==> src/design/pglf_pkg.sv <==
// Package for pixel_gap_linear_fill: constants, payload structs and sequencer states.
package pglf_pkg;

    localparam int MAX_SCALE = 16;
    localparam int MAX_DIM   = 4096;

    localparam int PIX_W    = 8;
    localparam int COORD_W  = 12;
    localparam int OCOORD_W = 13;
    localparam int CFG_W    = 5;
    localparam int NUM_CH   = 3;
    localparam int CH_W     = 2;
    localparam int BIT_W    = $clog2(PIX_W);
    localparam int K_W      = $clog2(MAX_SCALE) + 1;
    localparam int I_W      = $clog2(MAX_SCALE);

    localparam logic [CFG_W-1:0] SCALE_RESET = CFG_W'(2);

    typedef struct packed {
        logic [PIX_W-1:0]   first_blue;
        logic [PIX_W-1:0]   first_green;
        logic [PIX_W-1:0]   first_red;
        logic [PIX_W-1:0]   second_blue;
        logic [PIX_W-1:0]   second_green;
        logic [PIX_W-1:0]   second_red;
        logic [COORD_W-1:0] base_row;
        logic [COORD_W-1:0] base_col;
        logic               direction;
    } in_t;

    typedef struct packed {
        logic [OCOORD_W-1:0] out_row;
        logic [OCOORD_W-1:0] out_col;
        logic [PIX_W-1:0]    blue;
        logic [PIX_W-1:0]    green;
        logic [PIX_W-1:0]    red;
        logic                last;
    } out_t;

    typedef enum logic [1:0] {
        ST_IDLE,
        ST_DIV,
        ST_EMIT
    } state_t;

endpackage

==> src/design/pixel_gap_linear_fill.sv <==
// Top level of pixel_gap_linear_fill: gap filler between two pixels with a shared divider.
//
//  channel | direction | handshake               | payload
//  --------+-----------+-------------------------+---------------------------
//  s_      | in        | s_valid / s_ready       | s_data  (in_t, two pixels)
//  m_      | out       | m_valid / m_ready       | m_data  (out_t, one pixel)
//  cfg_    | in        | cfg_wr_en (no wait)     | cfg_wr_data (scale_factor)
//
// An item of scale k gives k-1 results: an accept in idle, then the shared restoring divider
// (8 bits for each of three channels), then one result per cycle into the output register
// while it is free or being drained.
// Scale 0 or 1 consumes the item with no results; scale above MAX_SCALE saturates.
// Reset (aresetn low, synchronous) returns to idle, empties the output register and
// sets scale to 2. A stall on m_ready holds the emit sequence; s_ready is high only idle.
module pixel_gap_linear_fill
    import pglf_pkg::*;
(
    input  logic             aclk,
    input  logic             aresetn,
    input  logic             s_valid,
    output logic             s_ready,
    input  in_t              s_data,
    output logic             m_valid,
    input  logic             m_ready,
    output out_t             m_data,
    input  logic             cfg_wr_en,
    input  logic [CFG_W-1:0] cfg_wr_data
);

    // Configuration register and its saturated view.
    logic [CFG_W-1:0] scale_reg;
    logic [K_W-1:0]   k_sat;

    // Sequencer.
    state_t state_reg, state_next;
    logic   load;          // move one result into the output register
    logic   in_xfer;       // input transfer this cycle
    logic   run_ok;        // saturated scale gives a non-empty run

    // Item held for the whole run.
    logic [PIX_W-1:0]   a_reg   [NUM_CH];
    logic [PIX_W-1:0]   b_reg   [NUM_CH];
    logic [COORD_W-1:0] row_reg;
    logic [COORD_W-1:0] col_reg;
    logic               dir_reg;
    logic [K_W-1:0]     k_reg;

    // Divider and per-channel results.
    logic [CH_W-1:0]  ch_reg;
    logic [BIT_W-1:0] bit_reg;
    logic [K_W-1:0]   rem_reg;
    logic [PIX_W-1:0] q_reg;
    logic [PIX_W-1:0] step_reg [NUM_CH];
    logic [PIX_W-1:0] acc_reg  [NUM_CH];
    logic             desc_reg [NUM_CH];

    // Emit counter, position i = 1 .. k-1.
    logic [I_W-1:0] i_reg;

    // Output register.
    logic m_valid_reg;
    out_t m_data_reg;

    // Divider datapath signals.
    logic [PIX_W-1:0] cur_a, cur_b, cur_diff;
    logic             cur_desc;
    logic [K_W-1:0]   rem_in;
    logic [K_W:0]     partial;
    logic             q_bit;
    logic [K_W-1:0]   rem_new;
    logic [PIX_W-1:0] q_new;
    logic             div_last_bit;

    // Emit datapath signals.
    logic [PIX_W-1:0]    acc_next [NUM_CH];
    logic                out_last;
    logic [OCOORD_W-1:0] row_out, col_out;

    assign in_xfer = s_valid && s_ready;
    assign k_sat   = (int'(scale_reg) > MAX_SCALE) ? K_W'(MAX_SCALE) : K_W'(scale_reg);
    assign run_ok  = (k_sat >= K_W'(2));

    // Configuration write, taken at any edge with the enable high.
    always_ff @(posedge aclk) begin
        if (!aresetn) begin
            scale_reg <= SCALE_RESET;
        end else if (cfg_wr_en) begin
            scale_reg <= cfg_wr_data;
        end
    end

    // ---------------------------------------------------------------------
    // Shared divider step: one quotient bit of |a-b| / k for the current channel.
    // Bits go from MSB to LSB; the partial remainder starts at zero on the MSB.
    // ---------------------------------------------------------------------
    assign cur_a        = a_reg[ch_reg];
    assign cur_b        = b_reg[ch_reg];
    assign cur_desc     = (cur_a > cur_b);
    assign cur_diff     = cur_desc ? (cur_a - cur_b) : (cur_b - cur_a);
    assign rem_in       = (bit_reg == BIT_W'(PIX_W - 1)) ? '0 : rem_reg;
    assign partial      = {rem_in, cur_diff[bit_reg]};
    assign q_bit        = (partial >= {1'b0, k_reg});
    assign rem_new      = q_bit ? K_W'(partial - {1'b0, k_reg}) : K_W'(partial);
    assign q_new        = {q_reg[PIX_W-2:0], q_bit};
    assign div_last_bit = (bit_reg == '0);

    // ---------------------------------------------------------------------
    // Emit step: rising runs add the step from min, falling runs start at
    // min + step*k (= first value - remainder) and subtract the step.
    // ---------------------------------------------------------------------
    always_comb begin
        for (int c = 0; c < NUM_CH; c++) begin
            acc_next[c] = desc_reg[c] ? (acc_reg[c] - step_reg[c])
                                      : (acc_reg[c] + step_reg[c]);
        end
    end

    assign out_last = (K_W'(i_reg) == (k_reg - K_W'(1)));
    assign row_out  = dir_reg ? (OCOORD_W'(row_reg) + OCOORD_W'(i_reg)) : OCOORD_W'(row_reg);
    assign col_out  = dir_reg ? OCOORD_W'(col_reg) : (OCOORD_W'(col_reg) + OCOORD_W'(i_reg));

    // ---------------------------------------------------------------------
    // Sequencer: next state.
    // ---------------------------------------------------------------------
    always_comb begin
        state_next = state_reg;
        unique case (state_reg)
            ST_IDLE: begin
                if (in_xfer && run_ok) begin
                    state_next = ST_DIV;
                end
            end
            ST_DIV: begin
                if (div_last_bit && (ch_reg == CH_W'(NUM_CH - 1))) begin
                    state_next = ST_EMIT;
                end
            end
            ST_EMIT: begin
                if (load && out_last) begin
                    state_next = ST_IDLE;
                end
            end
            default: state_next = ST_IDLE;
        endcase
    end

    // Sequencer: outputs.
    always_comb begin
        s_ready = 1'b0;
        load    = 1'b0;
        unique case (state_reg)
            ST_IDLE: s_ready = 1'b1;
            ST_DIV:  ;
            ST_EMIT: load = !m_valid_reg || m_ready;
            default: ;
        endcase
    end

    always_ff @(posedge aclk) begin
        if (!aresetn) begin
            state_reg <= ST_IDLE;
        end else begin
            state_reg <= state_next;
        end
    end

    // Item capture, divider registers and accumulators (payload, no reset).
    always_ff @(posedge aclk) begin
        if (in_xfer) begin
            a_reg[0] <= s_data.first_blue;
            a_reg[1] <= s_data.first_green;
            a_reg[2] <= s_data.first_red;
            b_reg[0] <= s_data.second_blue;
            b_reg[1] <= s_data.second_green;
            b_reg[2] <= s_data.second_red;
            row_reg  <= s_data.base_row;
            col_reg  <= s_data.base_col;
            dir_reg  <= s_data.direction;
            k_reg    <= k_sat;
            ch_reg   <= '0;
            bit_reg  <= BIT_W'(PIX_W - 1);
            i_reg    <= I_W'(1);
        end
        if (state_reg == ST_DIV) begin
            rem_reg <= rem_new;
            q_reg   <= q_new;
            bit_reg <= bit_reg - BIT_W'(1);
            if (div_last_bit) begin
                // Close this channel: store step and seed the accumulator.
                step_reg[ch_reg] <= q_new;
                desc_reg[ch_reg] <= cur_desc;
                acc_reg[ch_reg]  <= cur_desc ? (cur_a - PIX_W'(rem_new)) : cur_a;
                ch_reg           <= ch_reg + CH_W'(1);
            end
        end
        if (load) begin
            for (int c = 0; c < NUM_CH; c++) begin
                acc_reg[c] <= acc_next[c];
            end
            i_reg <= i_reg + I_W'(1);
        end
    end

    // Output register: load one result whenever the slot is free or being drained.
    always_ff @(posedge aclk) begin
        if (!aresetn) begin
            m_valid_reg <= 1'b0;
        end else if (load) begin
            m_valid_reg <= 1'b1;
        end else if (m_ready) begin
            m_valid_reg <= 1'b0;
        end
    end

    always_ff @(posedge aclk) begin
        if (load) begin
            m_data_reg.out_row <= row_out;
            m_data_reg.out_col <= col_out;
            m_data_reg.blue    <= acc_next[0];
            m_data_reg.green   <= acc_next[1];
            m_data_reg.red     <= acc_next[2];
            m_data_reg.last    <= out_last;
        end
    end

    assign m_valid = m_valid_reg;
    assign m_data  = m_data_reg;

    // ---------------------------------------------------------------------
    // Assertions.
    // ---------------------------------------------------------------------
    a_start_div: assert property (@(posedge aclk) disable iff (!aresetn)
        (in_xfer && run_ok) |=> (state_reg == ST_DIV))
        else $error("accepted item with a valid scale did not start the divider");

    a_end_run: assert property (@(posedge aclk) disable iff (!aresetn)
        (load && out_last) |=> (state_reg == ST_IDLE))
        else $error("sequencer did not return to idle after the last result");

    a_pos_range: assert property (@(posedge aclk) disable iff (!aresetn)
        (state_reg == ST_EMIT) |-> ((i_reg != '0) && (K_W'(i_reg) < k_reg)))
        else $error("emit position left the range 1 .. k-1");

endmodule

==> config.mk <==
export PLATFORM = sky130hd
export DESIGN_NAME = pixel_gap_linear_fill
export DESIGN_NICKNAME = d
export VERILOG_FILES = /design/src/design/pglf_pkg.sv /design/src/design/pixel_gap_linear_fill.sv
export SDC_FILE = /design/constraint.sdc
export NUM_CORES = 1
export LEC_CHECK = 0
export BUFFER_PORTS_ARGS = -buffer_cell sky130_fd_sc_hd__buf_2
export CAP_MARGIN = 20
export CORE_MARGIN = 3
export CORE_UTILIZATION = 30
export CTS_CLUSTER_DIAMETER = 120
export DETAILED_ROUTE_END_ITERATION = 6
export PLACE_DENSITY = 0.58
export SYNTH_ARGS = -nofsm -noshare
export SYNTH_HDL_FRONTEND = slang
export SYNTH_SLANG_ARGS = --single-unit
==> constraint.sdc <==
create_clock -name aclk -period 7.9 [get_ports aclk]
set_input_delay 0.79 -clock aclk [delete_from_list [all_inputs] [get_ports aclk]]
set_output_delay 0.79 -clock aclk [all_outputs]
set_load 0.01 [all_outputs]
Word level (Yosys, flattened, before mapping)
Memory sizes are Yosys's and may differ from the RTL's. A register that Yosys moved wholly into a read port is not among the register bits. Index checks and enable logic that the tools add are counted.

Bits in registers: 110. Latch bits: 0. Bits in writable memories: 99. Bits in read-only memories: 0. Output and inout port bits: 53. Word-level logic and storage cells: 104. Memories kept: 5.

Add/subtract/negate cells: 16. Multipliers: 0. Divide/modulo/power cells: 0. Order comparisons: 5. Equal/unequal tests: 8. Shift operators: 0. Mux-type cells: 37. Bitwise operators: 0. Reductions and logical operators: 13.

Memory list: a_reg (depth 3, bits a word 8, rd ports 1, clocked after Yosys merged registers in 1, write ports 3, line pixel_gap_linear_fill.sv:41) `logic [PIX_W-1:0] a_reg [NUM_CH];`; acc_reg (depth 3, bits a word 8, rd ports 3, clocked after Yosys merged registers in 0, write ports 3, line pixel_gap_linear_fill.sv:54) `logic [PIX_W-1:0] acc_reg [NUM_CH];`; b_reg (depth 3, bits a word 8, rd ports 1, clocked after Yosys merged registers in 1, write ports 3, line pixel_gap_linear_fill.sv:42) `logic [PIX_W-1:0] b_reg [NUM_CH];`; step_reg (depth 3, bits a word 8, rd ports 3, clocked after Yosys merged registers in 0, write ports 1, line pixel_gap_linear_fill.sv:53) `logic [PIX_W-1:0] step_reg [NUM_CH];`; desc_reg (depth 3, bits a word 1, rd ports 3, clocked after Yosys merged registers in 0, write ports 1, line pixel_gap_linear_fill.sv:55) `logic desc_reg [NUM_CH];`.

Operator list (number): 8-bit 2-to-1 mux (6); 8-bit subtractor (5); 12-bit by 4-bit adder with 13-bit output (2); 8-bit adder (3); 12-bit 2-to-1 mux (2); 5-bit 2-to-1 mux (3); 2-bit 2-to-1 mux (7); 1-bit 2-to-1 mux (13); 8-bit greater-than comparator (1); 4-bit 2-to-1 mux (2); 8-bit OR reduction (1); 8-bit by 5-bit subtractor with 8-bit output (1); 6-bit by 5-bit greater-or-equal comparator with 1-bit output (1); 3-bit 2-to-1 mux (2); 2-bit != test, second input constant (3); 2-bit one-hot mux with 3 select lines (1); 2-bit nonzero test (3); 4-bit by 5-bit equality test with 1-bit output (1); 5-bit by 2-bit greater-or-equal comparator with 1-bit output, second input constant (1); 5-bit greater-than comparator, second input constant (1); 5-bit by 1-bit subtractor with 5-bit output, second input constant (1); 5-bit subtractor (1); 4-bit by 1-bit adder with 4-bit output, second input constant (1); 2-bit equality test, second input constant (2); 12 further kinds (15).

Depth between registers and ports, before layout
Word-level depth: 9. Depth in mapped cells: 37.

Least setup slack after synthesis
Ideal clock, no wire load.

Path kind: reg-to-reg. Start point: reg ch_reg[1]. End point: mem acc_reg[0][7], data pin. Library setup time: 0.255 ns. Data arrival time: 6.454 ns. Path slack: 1.191 ns. Cell stages (with the launch flop): 33. Path buffers: 5. Clock period less this slack: 6.709 ns. Cells stage by stage: dfxtp_1 -> clkbuf_1 -> buf_1 -> clkbuf_1 -> o21a_1 -> inv_1 -> ha_1 -> buf_6 -> a211oi_2 -> o32ai_4 -> a41oi_4 -> inv_2 -> buf_6 -> nor4_1 -> a21oi_1 -> o211a_1 -> a31oi_1 -> ha_1 -> inv_1 -> fa_1 -> a21o_1 -> a21o_1 -> a21oi_1 -> mux2i_1 -> ha_1 -> nor2b_1 -> o21ai_0 -> a21boi_0 -> o21ai_0 -> nand4_1 -> xnor2_1 -> nand2_1 -> a21bo_2.

RTL lines: from (decl) (line pixel_gap_linear_fill.sv:49) `logic [CH_W-1:0] ch_reg;`; from (signal assigned) (line pixel_gap_linear_fill.sv:193) `ch_reg <= ch_reg + CH_W'(1);`; to (decl) (line pixel_gap_linear_fill.sv:54).

==> impl_results.rst <==
.. list-table::
   :header-rows: 1

   * - Metric
     - Value
   * - Library cell occupying the most area in the post-synthesis netlist
     - sky130_fd_sc_hd__edfxtp_1
   * - Overall track demand over capacity in global routing
     - 0.121
   * - Number of global-route vias before repair
     - 6603
   * - Capturing instance or port of the critical path
     - acc_reg[0][6]$_DFFE_PP_
   * - Total setup violations reported at the end of the flow
     - 0
   * - Largest register FFs
     - 51
   * - Worst slack on hold paths
     - 0.439 ns
   * - Final clock period utilization by the worst path
     - 0.923
   * - Effective utilization at floorplan
     - 0.305
   * - CTS clk-pin slew, worst paths
     - 0.06 ns
   * - DRC errors left
     - 0
   * - Weighted congestion at the end of routability-driven global placement
     - 0.858
   * - Library cell with the highest instance count after synthesis
     - sky130_fd_sc_hd__edfxtp_1
   * - H-tree levels
     - 1
   * - Count of hold-fix buffers inserted at cts
     - 0
   * - Number of port buffers
     - 135
   * - Synth Register Bits
     - 209
   * - Sum of net half-perimeters after detailed placement
     - 16.9 mm
   * - Highest clock frequency the design can meet
     - 137 MHz
   * - Leak Pwr
     - 4.97 nW
   * - Least setup slack across all paths after layout
     - 0.610 ns
   * - Clock share of power
     - 0.389
   * - Power Density
     - 220 nW/um^2
   * - Placed cell areas
     - 11800 sq um
   * - Synth Flop Type
     - sky130_fd_sc_hd__edfxtp_1
   * - Reg2reg setup slack
     - 0.61 ns
   * - Most repeated library cell on the critical path
     - sky130_fd_sc_hd__inv_1
   * - Fraction of power consumed by combinational cells
     - 0.138
   * - Buffers plus inverters on the worst setup path
     - 7
   * - Total routed wirelength
     - 22.7 mm
   * - Reported net switching power
     - 0.674 mW
   * - Path category of the worst min-delay check
     - in -> reg
   * - Unrepaired setup endpoints after global routing
     - false
   * - Global route overflow
     - 0
   * - Max-slew headroom at the worst pin
     - 0.382
   * - Setup TNS
     - 0 ns
   * - Antenna violations before repair
     - 0
   * - Pre-CTS setup slack
     - 0.388 ns
   * - Hold Fails Final Rpt
     - 0
   * - Start of the worst register-to-register path
     - ch_reg[0]$_DFF_P_
   * - Total inserted antenna cells
     - 0
   * - Root buffer cell
     - sky130_fd_sc_hd__clkbuf_16
   * - Share of async-settable or async-resettable flops after synthesis
     - 0
   * - Worst endpoint required time
     - 8.17 ns
   * - Number of clock sinks
     - 209
   * - I/O pin count
     - 136
   * - Worst setup path startpoint
     - ch_reg[0]$_DFF_P_
   * - Fraction of synthesized cell area taken by the top area cell type
     - 0.567
   * - Wire length per cell after detailed routing
     - 15.5 um
   * - Data arrival time of the critical path
     - 7.56 ns
   * - Syn Area/Cell
     - 12.6 sq um
   * - Number of different library cells in the post-synthesis netlist
     - 59
   * - Netlist area before placement
     - 10500 sq um
   * - Number of enable flip-flop cells after synthesis
     - 199
   * - Wire length of the first global-routing pass
     - 36.3 mm
   * - CTS max path bufs
     - 3
   * - Critical Path Sink Type
     - flop
   * - Main area contributors after synthesis
     - sky130_fd_sc_hd__edfxtp_1, sky130_fd_sc_hd__ha_1, sky130_fd_sc_hd__xnor2_1, sky130_fd_sc_hd__nand2_1, sky130_fd_sc_hd__mux2i_1
   * - Number of DRC violations after detailed-routing iteration 0
     - 394
   * - Net total in the final layout
     - 1148
   * - Transition time at the pin with the least slew margin
     - 0.924 ns
   * - Iteration count of the initial detailed-routing pass
     - 5
   * - Critical Setup Path Class
     - reg -> reg
   * - Maximum fanout encountered on the critical timing path
     - 17
   * - Most instantiated cells after synthesis
     - sky130_fd_sc_hd__edfxtp_1, sky130_fd_sc_hd__nand2_1, sky130_fd_sc_hd__inv_1
   * - Synth warnings
     - 0
   * - Internal power
     - 2.08 mW
   * - Cell at the slowest stage of the critical path
     - sky130_fd_sc_hd__dfxtp_2
   * - Sequential share of power
     - 0.473
   * - Chip Height
     - 194 um
   * - Post-route core utilization
     - 0.362
   * - Clock tree skew after final layout
     - 0.0258 ns
   * - Largest stage delay on the critical path
     - 0.52 ns
   * - Site Rows
     - 68
   * - Crit path launch type
     - flop
   * - TritonCTS clock tree
     - built
   * - Die outline area
     - 37400 sq um
   * - Post-route minimum period
     - 7.29 ns
   * - Maximum VDD drop
     - 0.169 mV
   * - Worst Reg2Reg Path Length in Cells
     - 34
   * - Number of nets produced by synthesis
     - 995
   * - Pin count of the biggest net entering global routing
     - 50
   * - R2R Path End
     - acc_reg[0][6]$_DFFE_PP_
   * - Mean number of vias per cell
     - 4.53
   * - Via count
     - 6624
   * - Fillcell total
     - 3398
   * - Cells after Synth
     - 838
   * - Area added between synthesis and finish
     - 19.0%
   * - Max-slew violations
     - 0
   * - Core area
     - 34600 sq um
   * - Design area
     - 12500 sq um
   * - Clock latency of the later-clocked register in the worst-skew pair
     - 0.53 ns
   * - CTS buffer count
     - 25
   * - Kind of cell adding the most delay to the critical path
     - compound AO/OA/AOI/OAI gates
   * - Layout cell share with drive strength beyond 1
     - 0.209
   * - Status
     - completed
   * - Floorplan die width
     - 194 um
   * - Share of total power consumed by net switching
     - 0.244
   * - Max-capacitance violation count
     - 0
   * - Antenna viol nets, final
     - 0
   * - Sequential fraction of the synthesis area
     - 0.586
   * - Worst path depth
     - 34
[per-stage QoR]
step | power [mW] | cells
4_1_cts | 2.80 | 1462
3_5_place_dp | 1.71 | 1418
3_3_place_gp | 1.71 | 1418
5_1_grt | 2.90 | 1463
6_report | 2.76 | 1463
2_1_floorplan | 1.59 | 838
[layout by cell type, fill, tap and decap left out, types with 5 or more instances in the layout]
cell type                     n
sky130_fd_sc_hd__nor2_1      32
sky130_fd_sc_hd__nand2b_1     7
sky130_fd_sc_hd__edfxtp_1   199
sky130_fd_sc_hd__xnor2_1     59
sky130_fd_sc_hd__clkbuf_16   25
sky130_fd_sc_hd__nand3_1     16
sky130_fd_sc_hd__o21ai_0     23
sky130_fd_sc_hd__nor3_1      13
sky130_fd_sc_hd__or2_2        5
sky130_fd_sc_hd__o21a_1      15
sky130_fd_sc_hd__buf_4       13
sky130_fd_sc_hd__nand2_1     77
sky130_fd_sc_hd__clkbuf_1     5
sky130_fd_sc_hd__nand4_1      6
sky130_fd_sc_hd__a31oi_1     13
sky130_fd_sc_hd__nor2b_1     17
sky130_fd_sc_hd__and3_1       7
sky130_fd_sc_hd__dfxtp_1      8
sky130_fd_sc_hd__buf_2      135
sky130_fd_sc_hd__a21o_1      23
sky130_fd_sc_hd__xor2_1      17
sky130_fd_sc_hd__and2_1       5
sky130_fd_sc_hd__a21oi_1     43
sky130_fd_sc_hd__mux2i_1     28
sky130_fd_sc_hd__clkinv_1     5
sky130_fd_sc_hd__a21bo_2      6
sky130_fd_sc_hd__ha_1        65
sky130_fd_sc_hd__inv_1       71
sky130_fd_sc_hd__fa_1         9
[cell families (layout without fill, tap and decap cells)]
kind of cell               after synthesis  count (layout)  synth area share
adders and majority gates               74              74            0.0942
xor gates and xnor gates                76              76            0.0631
AOI/OAI and AO/OA                      155             155             0.101
buffers and inverters                   97             267            0.0374
and+or+nand+nor                        195             195            0.0880
DFF                                    209             209             0.586
muxes                                   32              32            0.0308
[power by group through the flow]
stage / combinational (mW) / clock, mW / sequential (mW)
after floorplan: 0.271 / 0 / 1.32
after global placement: 0.379 / 0 / 1.33
after detailed placement: 0.382 / 0 / 1.33
after CTS: 0.384 / 1.11 / 1.31
after global routing: 0.429 / 1.16 / 1.31
final: 0.381 / 1.07 / 1.30
[worst min path at each step]
stage                                          from                        end  cells after the start
after CTS                                 s_data[9]       col_reg[8]$_DFFE_PP_                      1
after detailed placement  state_reg[1]$_SDFFE_PN0P_  state_reg[0]$_SDFFE_PN0P_                      1
after global placement    state_reg[1]$_SDFFE_PN0P_  state_reg[0]$_SDFFE_PN0P_                      1
after floorplan           state_reg[1]$_SDFFE_PN0P_  state_reg[0]$_SDFFE_PN0P_                      1
after global routing                     s_data[12]      col_reg[11]$_DFFE_PP_                      1
final                                     s_data[9]       col_reg[8]$_DFFE_PP_                      1
[layer usage]
metal / track usage / vias up / wire length [um]
met2: 0.199 / 150 / 10600
met5: 0 / - / 0
met3: 0.0183 / 37 / 984
met1: 0.164 / 3112 / 10400
met4: 0.0378 / 0 / 685
li1: - / 3325 / -
[final cells by class]
class	instances	area [sq um]	area share
flip-flops and latches	209	6180	0.492
multi-input cells	532	3980	0.317
repair buffers	148	773	0.0616
clock buffers	30	644	0.0514
well taps	455	569	0.0454
inverters	75	282	0.0224
clock inverters	14	123	0.00977
[repair_timing]
action	in CTS	in global routing
setup buffers	0	0
resized for setup	0	3
setup endpoints to repair	0	12
Power figures use the tool's default switching activity.
